`config.mk`:
```
export PLATFORM = sky130hd
export DESIGN_NAME = c1d_cell
export DESIGN_NICKNAME = d
export VERILOG_FILES = /design/src/hdl/c1d_pkg.sv /design/src/hdl/c1d_cell.sv
export SDC_FILE = /design/constraint.sdc
export NUM_CORES = 2
export LEC_CHECK = 0
export ABC_AREA = 1
export BUFFER_PORTS_ARGS = -buffer_cell sky130_fd_sc_hd__buf_2
export CAP_MARGIN = 20
export CORE_MARGIN = 8
export CORE_UTILIZATION = 35
export CTS_CLUSTER_SIZE = 40
export DETAILED_ROUTE_END_ITERATION = 8
export GPL_ROUTABILITY_DRIVEN = 0
export SLEW_MARGIN = 20
export SYNTH_ARGS = -nofsm -noshare
export SYNTH_HDL_FRONTEND = slang
export SYNTH_SLANG_ARGS = --single-unit
```
`constraint.sdc`:
```
create_clock -name clk -period 6.2 [get_ports clk]
set_input_delay 0.62 -clock clk [delete_from_list [all_inputs] [get_ports clk]]
set_output_delay 0.62 -clock clk [all_outputs]
set_load 0.02 [all_outputs]
```
`src/hdl/c1d_pkg.sv`:
```
package c1d_pkg;

    // Default geometry
    localparam int TAPS_DEF    = 5;
    localparam int FILTERS_DEF = 3;
    localparam int MAX_ROW_DEF = 32;

    // Fixed field widths
    localparam int SAMPLE_W = 16;
    localparam int PSUM_W   = 40;
    localparam int PROD_W   = 2 * SAMPLE_W;
    // One guard bit: at most 16 taps of 2^30 each cannot carry past bit 40
    localparam int ACC_W    = PSUM_W + 1;
    localparam int NUM_OUT  = 3;
    localparam int IDX_W    = 5;

    // Command codes
    localparam logic CMD_WEIGHT = 1'b0;
    localparam logic CMD_SAMPLE = 1'b1;

    typedef logic signed [SAMPLE_W-1:0] sample_t;
    typedef logic signed [PSUM_W-1:0]   psum_t;
    typedef logic signed [PROD_W-1:0]   prod_t;
    typedef logic signed [ACC_W-1:0]    acc_t;

    // One accepted command item
    typedef struct packed {
        logic                       command;
        logic [1:0]                 filter_sel;
        logic [2:0]                 tap_sel;
        logic signed [SAMPLE_W-1:0] weight_value;
        logic signed [SAMPLE_W-1:0] sample_value;
        logic signed [PSUM_W-1:0]   psum_in_a;
        logic signed [PSUM_W-1:0]   psum_in_b;
        logic signed [PSUM_W-1:0]   psum_in_c;
        logic                       row_last;
    } item_t;

    // Token control that travels down the cell chain
    typedef struct packed {
        logic                       valid;
        logic                       is_weight;
        logic                       is_result;
        logic [1:0]                 filter_sel;
        logic [2:0]                 tap_sel;
        logic signed [SAMPLE_W-1:0] weight;
        logic [IDX_W-1:0]           window_index;
        logic                       window_last;
    } ctrl_t;

endpackage

```
`src/hdl/c1d_cell.sv`:
```
module c1d_cell #(
    parameter int TAPS    = c1d_pkg::TAPS_DEF,
    parameter int FILTERS = c1d_pkg::FILTERS_DEF,
    parameter int K       = 0
) (
    input  logic             clk,
    input  logic             rst_n,
    input  logic             adv,
    input  c1d_pkg::ctrl_t   up_ctrl,
    input  c1d_pkg::sample_t up_win [TAPS],
    input  c1d_pkg::acc_t    up_acc [c1d_pkg::NUM_OUT],
    input  c1d_pkg::prod_t   up_prod [c1d_pkg::NUM_OUT],
    output c1d_pkg::ctrl_t   dn_ctrl,
    output c1d_pkg::sample_t dn_win [TAPS],
    output c1d_pkg::acc_t    dn_acc [c1d_pkg::NUM_OUT],
    output c1d_pkg::prod_t   dn_prod [c1d_pkg::NUM_OUT]
);
    import c1d_pkg::*;

    sample_t w_reg [FILTERS];
    prod_t   prod_next [NUM_OUT];
    acc_t    acc_next [NUM_OUT];
    ctrl_t   ctrl_reg;
    sample_t win_reg [TAPS];
    acc_t    acc_reg [NUM_OUT];
    prod_t   prod_reg [NUM_OUT];
    logic    wr_hit;

    // Weight loads land when the token passes this tap, keeping item order
    assign wr_hit = adv && up_ctrl.valid && up_ctrl.is_weight && (int'(up_ctrl.tap_sel) == K);

    always_ff @(posedge clk or negedge rst_n)
    begin
        if (!rst_n)
        begin
            for (int f = 0; f < FILTERS; f++)
                w_reg[f] <= '0;
        end
        else if (wr_hit)
        begin
            for (int f = 0; f < FILTERS; f++)
            begin
                if (int'(up_ctrl.filter_sel) == f)
                    w_reg[f] <= up_ctrl.weight;
            end
        end
    end

    // Per lane: add the previous tap's product, form this tap's product
    for (genvar f = 0; f < NUM_OUT; f++)
    begin : g_lane
        if (f < FILTERS)
        begin : g_mul
            assign prod_next[f] = prod_t'(up_win[K]) * prod_t'(w_reg[f]);
        end
        else
        begin : g_zero
            assign prod_next[f] = '0;
        end
        assign acc_next[f] = up_acc[f] + acc_t'(up_prod[f]);
    end

    // Token control
    always_ff @(posedge clk or negedge rst_n)
    begin
        if (!rst_n)
            ctrl_reg <= '0;
        else if (adv)
            ctrl_reg <= up_ctrl;
    end

    // Token payload
    always_ff @(posedge clk)
    begin
        if (adv)
        begin
            win_reg  <= up_win;
            acc_reg  <= acc_next;
            prod_reg <= prod_next;
        end
    end

    assign dn_ctrl = ctrl_reg;
    assign dn_win  = win_reg;
    assign dn_acc  = acc_reg;
    assign dn_prod = prod_reg;

endmodule

```
; Word level (Yosys, flattened, before mapping)
; Cells that the tools add are included.
[word_totals]
regBits = 377
out_inout_bits = 329
[classes]
addsub = 3
mul = 3
eq_ne = 2
reduce_logical = 8
[op_table]
columns = cell, count
row1 = 41-bit by 32-bit adder with 41-bit output, 3
row2 = 16-bit by 16-bit multiplier with 32-bit output, 3
row3 = 2-bit AND reduction, 3
row4 = 2-bit == test (second input constant), 2
row5 = 1-bit logical AND, 3
row6 = 3-bit zero test, 1
row7 = 2-bit zero test, 1

; Depth between registers and ports, before layout
[depth]
ltp_word = 4
mapped_depth = 27
depth_no_buf = 25

; Worst setup path before layout
; OpenSTA, ideal clock, no wires.
[synth_timing]
path_kind = input to register
from = in up_win[79] (netlist bit)
to = reg prod_reg, in the netlist dn_prod[89], data pin
setup_ns = 0.253
arrival_time_ns = 5.793
required_time_ns = 5.947
setup_slack_ns = 0.154
path_stages = 20
path_cell_list = clkbuf_1 buf_1 nand2_1 fa_1 inv_1 fa_1 inv_1 fa_1 inv_1 fa_1 fa_1 fa_1 ha_1 nand2_1 nor2_1 inv_1 nor3_1 nand3_1 nand4_1 nand2_1
[synth_lines]
columns = item, line_no
row1 = start: declaration, c1d_cell.sv:10  ; input c1d_pkg::sample_t up_win [TAPS],
row2 = end signal: assignment, c1d_cell.sv:79  ; prod_reg <= prod_next;
row3 = end: declaration, c1d_cell.sv:26  ; prod_t prod_reg [NUM_OUT];

==> metrics.md <==
| Metric | Value |
|---|---|
| Clk pin slew, worst setup/hold paths | about 70 ps |
| Routed Antenna Nets | 0 |
| Setup Crit Path Kind | flop to flop |
| Asr flop ratio synth | 0.207 |
| Number of DRC markers in iteration 0 | 3129 |
| Crit share post-route | 0.946 |
| Post-synth top cells | nand2_1 (2213), inv_1 (1903), fa_1 (789) |
| Post-DP HPWL | 144000 µm |
| Fillers | 15600 |
| Critical path peak fanout | 10 |
| Worst reg2reg endpoint | dn_prod[95] |
| Slew Limit Fails | 0 |
| Die ar. | 167000 µm² |
| P_sw | ~7.7 mW |
| Area of the multi-input gates | about 35000 µm² |
| Sequential share of the synthesized area | 0.203 |
| Required @ worst endpoint | 6600 ps |
| Register area | 10900 µm² |
| Largest register FFs | 123 |
| Reg2Reg Depth | 22 |
| Type of origin of the critical path | flop |
| Largest net degree at the start of global routing | 124 |
| Min Hold Slack | 152 ps |
| H-tree Lvls | 2 |
| Slew headroom | 0.415 |
| Top_reg_cell synth | edfxtp_1 |
| Worst Tran Pin Value | about 900 ps |
| Syn Area/Cell | between 7 and 8 µm² |
| Worst R2R Start | w_reg[35] |
| Total number of vias | around 46000 |
| Final Hold Viols | 0 |
| Critical Path AT | 6270 ps |
| Top post-synthesis cells by area | fa_1 (29%), edfxtp_1 (17%), nand2_1 (15%) |
| Cell Int Power | between 9 and 10 mW |
| Sequential Power Share | 0.226 |
| Top-count cell post-synth | nand2_1 |
| Crit path capture type | flop |
| Sw Ratio | 0.461 |
| Fraction of layout cells with a size suffix above 1 | 0.132 |
| RSZ-0062 raised after global routing | no |
| Worst clock skew | 27.3 ps |
| GRT overflow | 0 |
| Number of flops mapped to enable cells by yosys | ~300 |
| Syn nets | roughly 8500 |
| Synth area leader | fa_1 |
| YS warnings | 0 |
| Vias in the first global route | 48300 |
| Vias per Instance | 4.65 |
| Logic gate share of total power | 0.595 |
| CTS Buffer Depth | 3 |
| Netlist cell types | 36 |
| Peak VDD IR | 268 µV |
| HP Class | primary input to flop |
| Nets | 9258 |
| Initial antenna violation count | 16 |
| Crit. Startpoint | w_reg[35] |
| Final min period | 5860 ps |
| Setup TNS | 0 ps |
| Post-Syn Area | 53800 µm² |
| IO buf count | 660 |
| Crit path capture | dn_prod[95] |
| WL/cell | 17.4 µm |
| Clock insertion delay at the later pin of the skew report | 660 ps |
| Chip width | 408 µm |
| Clock Power Share | 0.179 |
| Clock buffer count from CTS | 50 |
| Num ports | around 660 |
| Max_cap viols | 0 |
| Site Rows | 144 |
| Synth top area share | 0.294 |
| Router iterations before antenna repair | 7 |
| # DRC | 0 |
| Core area | ~150000 µm² |
| First-pass GRT wire length | 270000 µm |
| Die H | 408 µm |
| Worst R2R Setup Slack | 340 ps |
| Run status | finished, final reports clean |
| Clk sink count | about 380 |
| Leakage power | between 30 and 40 nW |
| Synth Instances | 7033 |
| CTS tree | yes |
| FF+latch count, synth | between 300 and 400 |
| Tot GR Track Use | 0.203 |
| Post-Route WL | 171000 µm |
| Root Driver | clkbuf_16 |
| PwrDens | roughly 270 nW/µm² |
| Area growth, synth to finish | 16.3% |
| Max Freq | 171 MHz |
| Final setup viols | 0 |
| Initial Utilization | 0.351 |
-- cell type report --
class / count / share of cell area
timing repair buffer: 873 / 0.0836
clock inverter: 35 / 0.00558
tap: 2044 / 0.0409
clock buffer: 57 / 0.0208
antenna: 7 / 0.000280
inverter: 1909 / 0.115
sequential: 377 / 0.175
multi-input combinational: 4560 / 0.560
-- through the flow --
stage                     power, mW  instance area, µm²  std cells  utilization  setup slack [ps]
after floorplan                10.1               53800       7033            -               154
after global placement         13.8               60900       9762        0.397              58.2
after detailed placement       13.8               60900       9762        0.397              28.7
after CTS                      17.0               62500       9855        0.408               273
after global routing           18.3               62600       9861        0.408              27.5
final                          16.8               62600       9862        0.408               335
-- worst max-delay path, cell delays in order (launching register included) --
cell,delay (ps)
dfrtp_1,640
nand2_1,140
fa_1,560
inv_1,90
fa_1,610
buf_4,210
fa_1,520
inv_1,80
buf_4,140
fa_1,500
fa_1,450
fa_1,520
inv_1,50
ha_1,370
nand2_1,90
nor2_1,150
nand3_1,110
nor2_1,100
nand2_1,60
nand3_1,100
inv_1,50
nand2_1,50
nand2_1,50
-- power groups by stage --
| stage | Clock (mW) | Combinational (mW) | Sequential, mW |
|---|---|---|---|
| 2_1_floorplan | 0 | 5.86 | 4.26 |
| 3_5_place_dp | 0 | 9.99 | 3.84 |
| 6_report | 3.00 | 9.98 | 3.79 |
| 5_1_grt | 3.18 | 11.3 | 3.83 |
| 3_3_place_gp | 0 | 9.94 | 3.84 |
| 4_1_cts | 3.10 | 10.1 | 3.80 |
-- kinds of logic after synthesis --
family / synth area share
AOI/OAI and AO/OA: 0.0319
xor gates and xnor gates: 0.0189
DFF: 0.203
buffers and inverters: 0.146
muxes: 0.00251
and+or+nand+nor: 0.218
adders and majority gates: 0.379
-- layout by cell type (no fill, tap or decap), types with 10 or more instances in the layout --
cell | Yosys | final
mux2_2 | 12 | 12
buf_12 | 0 | 25
xor2_1 | 90 | 90
fa_1 | 789 | 789
nand4_1 | 66 | 66
nand2_2 | 19 | 19
ha_1 | 366 | 366
buf_4 | 0 | 188
nor3_1 | 16 | 16
inv_1 | 1903 | 1903
nor2_2 | 19 | 19
clkbuf_16 | 0 | 51
clkinv_1 | 2 | 12
nand3_1 | 208 | 208
nor2_1 | 374 | 374
buf_2 | 7 | 658
nand2_1 | 2213 | 2213
dfrtp_1 | 78 | 74
o21ai_1 | 48 | 48
a21oi_1 | 184 | 184
o21ai_0 | 70 | 70
xnor2_1 | 26 | 26
edfxtp_1 | 299 | 299
a21o_1 | 10 | 10
-- routing by layer --
metal  part of all wire  wire, µm  vias to the layer above  GRT usage
met5                  0         0                        -          0
met4              0.038      6440                        0     0.0699
met3              0.065     11200                      287     0.0289
met2               0.48     82900                     1550      0.353
met1               0.41     70700                    22000      0.257
li1                   -         -                    22000          -
-- worst min-delay path by stage --
stage	start	to	slack, ps	cells past startpoint
after floorplan	rst_n	dn_ctrl[0]	320	0
after global placement	dn_ctrl[5]	dn_ctrl[5]	490	1
after detailed placement	dn_ctrl[28]	dn_ctrl[28]	490	1
after CTS	up_win[19]	dn_win[19]	90	1
after global routing	up_win[12]	dn_win[12]	110	1
final	up_win[12]	dn_win[12]	150	1
-- timing repair --
action / CTS / global route
resized for setup: 0 / 4
buffers inserted: 0 / 0
setup endpoints to repair: 0 / 5
hold buffers: 1 / 0
endpoints found under the hold margin: 21 / 0
No activity file was read; power rests on OpenSTA's default activity.
