==> config.mk <==
export PLATFORM = sky130hd
export DESIGN_NAME = c1d_front
export DESIGN_NICKNAME = d
export VERILOG_FILES = /design/src/hdl/c1d_pkg.sv /design/src/hdl/c1d_front.sv
export SDC_FILE = /design/constraint.sdc
export NUM_CORES = 1
export LEC_CHECK = 0
export ABC_AREA = 1
export BUFFER_PORTS_ARGS = -buffer_cell sky130_fd_sc_hd__buf_2
export CAP_MARGIN = 20
export CORE_AREA = 2 2 152 154
export DETAILED_ROUTE_END_ITERATION = 10
export DIE_AREA = 0 0 154 156
export HOLD_SLACK_MARGIN = 0.05
export PLACE_DENSITY = 0.55
export SYNTH_ARGS = -nofsm -noshare
export SYNTH_HDL_FRONTEND = slang
export SYNTH_SLANG_ARGS = --single-unit
==> constraint.sdc <==
create_clock -name clk -period 1.15 [get_ports clk]
set_input_delay 0.115 -clock clk [delete_from_list [all_inputs] [get_ports clk]]
set_output_delay 0.115 -clock clk [all_outputs]
set_load 0.1 [all_outputs]
==> src/hdl/c1d_pkg.sv <==
package c1d_pkg;

    // Default geometry
    localparam int TAPS_DEF    = 5;
    localparam int FILTERS_DEF = 3;
    localparam int MAX_ROW_DEF = 32;

    // Fixed field widths
    localparam int SAMPLE_W = 16;
    localparam int PSUM_W   = 40;
    localparam int PROD_W   = 2 * SAMPLE_W;
    // One guard bit: at most 16 taps of 2^30 each cannot carry past bit 40
    localparam int ACC_W    = PSUM_W + 1;
    localparam int NUM_OUT  = 3;
    localparam int IDX_W    = 5;

    // Command codes
    localparam logic CMD_WEIGHT = 1'b0;
    localparam logic CMD_SAMPLE = 1'b1;

    typedef logic signed [SAMPLE_W-1:0] sample_t;
    typedef logic signed [PSUM_W-1:0]   psum_t;
    typedef logic signed [PROD_W-1:0]   prod_t;
    typedef logic signed [ACC_W-1:0]    acc_t;

    // One accepted command item
    typedef struct packed {
        logic                       command;
        logic [1:0]                 filter_sel;
        logic [2:0]                 tap_sel;
        logic signed [SAMPLE_W-1:0] weight_value;
        logic signed [SAMPLE_W-1:0] sample_value;
        logic signed [PSUM_W-1:0]   psum_in_a;
        logic signed [PSUM_W-1:0]   psum_in_b;
        logic signed [PSUM_W-1:0]   psum_in_c;
        logic                       row_last;
    } item_t;

    // Token control that travels down the cell chain
    typedef struct packed {
        logic                       valid;
        logic                       is_weight;
        logic                       is_result;
        logic [1:0]                 filter_sel;
        logic [2:0]                 tap_sel;
        logic signed [SAMPLE_W-1:0] weight;
        logic [IDX_W-1:0]           window_index;
        logic                       window_last;
    } ctrl_t;

endpackage

==> src/hdl/c1d_front.sv <==
module c1d_front #(
    parameter int TAPS    = c1d_pkg::TAPS_DEF,
    parameter int MAX_ROW = c1d_pkg::MAX_ROW_DEF
) (
    input  logic             clk,
    input  logic             rst_n,
    input  logic             take,
    input  c1d_pkg::item_t   item,
    output c1d_pkg::ctrl_t   ctrl,
    output c1d_pkg::sample_t win [TAPS],
    output c1d_pkg::acc_t    acc [c1d_pkg::NUM_OUT]
);
    import c1d_pkg::*;

    localparam int HIST_D = (TAPS > 1) ? TAPS - 1 : 1;
    localparam int SEEN_W = $clog2(TAPS + 1);
    localparam int WIN_W  = $clog2(MAX_ROW);

    sample_t            hist_reg [HIST_D];
    sample_t            hist_next [HIST_D];
    logic [SEEN_W-1:0]  seen_reg, seen_next;
    logic [WIN_W-1:0]   cnt_reg, cnt_next;
    logic [WIN_W+4:0]   cnt_wide;
    logic               is_sample;
    logic               full;

    assign is_sample = (item.command == CMD_SAMPLE);
    assign full      = (seen_reg == SEEN_W'(TAPS - 1));
    assign cnt_wide  = (WIN_W + 5)'(cnt_reg);

    // Window: stored history, newest sample at the top tap
    always_comb
    begin
        for (int k = 0; k < TAPS; k++)
        begin
            if (k < TAPS - 1)
                win[k] = hist_reg[k];
            else
                win[k] = item.sample_value;
        end
    end

    // Incoming partial sums seed the accumulators
    assign acc[0] = acc_t'(item.psum_in_a);
    assign acc[1] = acc_t'(item.psum_in_b);
    assign acc[2] = acc_t'(item.psum_in_c);

    // Token control for the head of the chain
    always_comb
    begin
        ctrl.valid        = take;
        ctrl.is_weight    = (item.command == CMD_WEIGHT);
        ctrl.is_result    = is_sample && full;
        ctrl.filter_sel   = item.filter_sel;
        ctrl.tap_sel      = item.tap_sel;
        ctrl.weight       = item.weight_value;
        ctrl.window_index = cnt_wide[IDX_W-1:0];
        ctrl.window_last  = item.row_last;
    end

    // Next history, fill count and window count
    always_comb
    begin
        for (int k = 0; k < HIST_D; k++)
        begin
            if (k + 1 < TAPS - 1)
                hist_next[k] = hist_reg[k + 1];
            else
                hist_next[k] = item.sample_value;
        end

        seen_next = seen_reg;
        if (!full)
            seen_next = seen_reg + SEEN_W'(1);

        cnt_next = cnt_reg;
        if (full && (cnt_reg < WIN_W'(MAX_ROW - 1)))
            cnt_next = cnt_reg + WIN_W'(1);

        // row end restarts the window
        if (item.row_last)
        begin
            seen_next = '0;
            cnt_next  = '0;
        end
    end

    always_ff @(posedge clk or negedge rst_n)
    begin
        if (!rst_n)
        begin
            for (int k = 0; k < HIST_D; k++)
                hist_reg[k] <= '0;
            seen_reg <= '0;
            cnt_reg  <= '0;
        end
        else if (take && is_sample)
        begin
            hist_reg <= hist_next;
            seen_reg <= seen_next;
            cnt_reg  <= cnt_next;
        end
    end

endmodule

# Yosys cells after proc, flatten, opt, wreduce, memory -nomap -nowiden
# Cells that the tools add are included.
[word_totals]
reg_bits = 72
latch_bits = 0
mem_bits_rw = 0
romBits = 0
inputBits = 162
elab_cells = 22
memories = 0
[op_classes]
addsub = 2
mul = 0
n_div = 0
magnitude_cmp = 1
eq_ne = 2
n_shift = 0
mux = 4
n_bitwise = 1
reduce_logical = 6
[op_table]
columns = ["op", "count"]
rows = [
  ["two-way mux 5 bit", 2],
  ["two-way mux 3 bit", 2],
  ["adder 5 x 1 -> 5 bit (second input constant)", 1],
  ["< comparator 5 bit (second input constant)", 1],
  ["AND reduction 2 bit", 2],
  ["adder 3 x 1 -> 3 bit (second input constant)", 1],
  ["== test 3 bit (second input constant)", 1],
  ["logical AND 1 bit", 3],
  ["!= test 2 bit (second input constant)", 1],
  ["nonzero test 2 bit", 1],
  ["NOT 1 bit", 1],
]

# Longest topological paths before layout
[logic_depth]
ltp_word = 4
mapped_depth = 8
mapped_depth_nobuf = 8

# Worst setup path before layout
# Ideal clock, no wire load.
[synth_path]
kind = "register to output"
start = "register seen_reg[0]"
end = "output ctrl[27] in the netlist's numbering"
t_arrival_ns = 1.952
slack_ns = -0.917
stages_incl_launch_ff = 5
path_buffers = 0
cell_sequence = "dfrtp_1 inv_1 ha_1 nand2_2 nor2_1"
[synth_lines]
columns = ["item", "line", "rtl"]
rows = [
  ["start: declaration", "c1d_front.sv:21", "logic [SEEN_W-1:0] seen_reg, seen_next;"],
  ["start signal: assignment", "c1d_front.sv:100", "seen_reg <= seen_next;"],
  ["end: declaration", "c1d_front.sv:9", "output c1d_pkg::ctrl_t ctrl,"],
]

==> impl_metrics.csv <==
group,metric,value,unit
run_status,status,"finished, violations left",
run_status,violations,"negative setup slack",
worst_setup_path,critPathKind,"reg2out",
clock_tree,cts_tree,"built",
clock_tree,clk_latency,330,ps
timing,rsz0062_at_grt,"true",
worst_setup_path,critPathRequiredTime,1030,ps
detailed_routing,wl,11.1,mm
clock_tree,clkTransAtPathRegs,60,ps
detailed_routing,vias,2742,
synthesis,yosys_warnings,0,
final_layout,drive_gt1_frac,0.480,
final_layout,areaGrowthSynthToFinish,36.6,%
floorplanning,rows,55,
grt,gr-usage-all-layers,0.0946,
floorplanning,dieArea,0.0240,mm2
synthesis,synthTopCellsByArea,"dfrtp_1 43%, buf_4 29%, nand2_1 14%, o21ai_0 4.0%, inv_1 2.3%",
floorplanning,dieHeight,156,um
placement,hpwl,8.10,mm
final_layout,final_nets,635,
timing,fmax,0.725,GHz
timing,fin_skew,4.73,ps
final_layout,fin_util,0.253,
clock_tree,clkSinkCount,72,
worst_setup_path,crit_chain,"inv_2, ha_4, nand2_4, nor2_4, buf_12",
timing,drv_slew,0,
timing,setup_tns,-1070,ps
synthesis,seq_area_frac_synth,0.434,
synthesis,synth_cells,487,
pwr,worst_ir_drop_vdd,0.581,mV
final_layout,final_common_cell,"nand2_1",
timing,fin_crit_sh,1.20,
synthesis,ys_types,21,
worst_setup_path,arrival,1260,ps
pwr,pwr_density_cell,2110,mW/mm2
worst_setup_path,critPathMaxStageDelay,380,ps
timing,worst_pin_slew,508,ps
floorplanning,dieWidth,154,um
run,cap_violations,0,
clock_tree,cts.root.buffer_cell,"clkbuf_16",
grt,antenna_found_initial,0,
worst_setup_path,critPathCaptureType,"primary output",
worst_setup_path,crit_buf_inv,2,
detailed_routing,first_pass_iters,4,
timing,worst_slack,-230,ps
worst_setup_path,cp_top_family,"flip-flops",
clock_tree,clk_path_buf_depth,2,
final_layout,layout_common_cells,"153 x nand2_1, 77 x buf_12, 64 x dfrtp_2",
worst_setup_path,cp_max_fo,2,
synthesis,yosysTopAreaCellShare,0.434,
floorplanning,pin_count,395,
detailed_routing,ant_nets,0,
detailed_routing,routed_via_density,3.61,
final_layout,largest_reg_flops,64,
grt,grt_pass1_wl,17.1,mm
grt,grt_max_degree,38,
final_layout,diodes,0,
detailed_routing,drc,0,
synthesis,syn_area,0.00415,mm2
synthesis,synthesis.nets,652,
timing,maxSlewHeadroom,0.663,
floorplanning,core,0.0224,mm2
timing,setup_viol,11,
worst_setup_path,start_kind,"flop",
synthesis,synth-seq-cells,72,
min_path,min_path_type,"in2reg",
pwr,leakagePower,2.58,nW
grt,grt_overflow,0,
synthesis,synth_top_area_cell,"dfrtp_1",
timing,whs,168,ps
timing,min_period,1380,ps
grt,grt_pass1_vias,2939,
timing,hold_viol,0,
synthesis,syn_area_per_cell,8.52,um2
floorplanning,initial_utilization,0.186,
placement,io_buffers,109,
placement,place.gp.congestion,0.724,
clock_tree,numCtsBuffers,9,
clock_tree,cts_max_level,3,
detailed_routing,dr.first_iter.drc_count,133,
worst_setup_path,cp_slowest_cell,"dfrtp_1",
detailed_routing,wl_per_cell,14.6,um
final_layout,fill_cells,2350,
worst register-to-register path, cell delays in order (launching register included):
cell,delay [ps]
dfrtp_1,380
inv_2,80
ha_4,140
nand2_4,50
buf_4,160
nor2_4,120
o21ai_4,100
nand2_4,90
nand2_1,50
nand2_1,50
metrics by stage:
step	cell area, um2	std cells	setup WS [ps]	power [mW]
2_1_floorplan	4280	487	-151	9.18
6_report	5670	760	-230	12.0
5_1_grt	5670	760	-288	12.5
4_1_cts	5670	760	-275	12.2
3_3_place_gp	5100	718	-55.1	9.02
3_5_place_dp	5100	718	-92.0	9.06
kinds of logic (layout without fill, tap and decap cells):
logic type	Yosys count	count (layout)	share of synthesized area
buffers and inverters	202	190	0.342
and+or+nand+nor	174	174	0.167
xor gates and xnor gates	1	1	0.00211
adders and majority gates	3	3	0.00905
DFF	72	72	0.434
AOI/OAI and AO/OA	35	35	0.0458
layout make-up:
| class | count | area (um2) | share of cell area |
|---|---|---|---|
| clock buffer | 13 | 260 | 0.0459 |
| clock inverter | 3 | 40.0 | 0.00706 |
| inverter | 26 | 97.6 | 0.0172 |
| multi-input combinational | 213 | 983 | 0.173 |
| sequential | 72 | 1900 | 0.335 |
| tap | 285 | 357 | 0.0629 |
| timing repair buffer | 148 | 2030 | 0.358 |
layer usage:
layer | global-route usage | vias up | part of all wire
met3 | 0.0522 | 58 | 0.12
met4 | 0.0645 | 4 | 0.038
met1 | 0.109 | 1212 | 0.41
li1 | - | 1299 | -
met2 | 0.129 | 169 | 0.42
met5 | 0.0373 | - | 0.011
worst paths after layout:
path	start	to	slack, ps	cells after the start
worst max-delay path	seen_reg[0]	ctrl[27]	-230	5
worst min-delay path	item[0]	cnt_reg[1]	170	4
worst max register to register	seen_reg[0]	cnt_reg[3]	-130	9
worst min register to register	win[64]	win[64]	520	2
max in group asynchronous	rst_n	win[79]	460	3
min in group asynchronous	rst_n	cnt_reg[1]	200	2
cell usage after synthesis:
| master | instances |
|---|---|
| nand2_1 | 154 |
| o21ai_2 | 1 |
| nand2_2 | 2 |
| nand2_4 | 1 |
| nand3_1 | 6 |
| inv_2 | 1 |
| buf_4 | 162 |
| dfrtp_1 | 72 |
| xor2_1 | 1 |
| nor2_4 | 1 |
| nand4_1 | 2 |
| clkbuf_2 | 1 |
| o21ai_4 | 1 |
| buf_2 | 6 |
| ha_1 | 3 |
| inv_1 | 25 |
| buf_6 | 6 |
| nand3_2 | 1 |
| clkbuf_1 | 1 |
| o21ai_0 | 33 |
| nor2_1 | 7 |
timing repair:
action                     4_1_cts  5_1_grt
buffers inserted                 9        1
hold buffers                    17        0
gates resized for setup          9        1
pin swaps                        3        3
hold endpoints to repair        88        0
setup endpoints to repair       14       15
cloned                           0        0
power by group:
| group | leakage [nW] | internal (mW) | switching, mW |
|---|---|---|---|
| sequential | 0.832 | 3.00 | 0.506 |
| clock | 0.150 | 1.79 | 1.10 |
| combinational | 1.60 | 1.83 | 3.72 |
(Power assumes the default switching activity.)
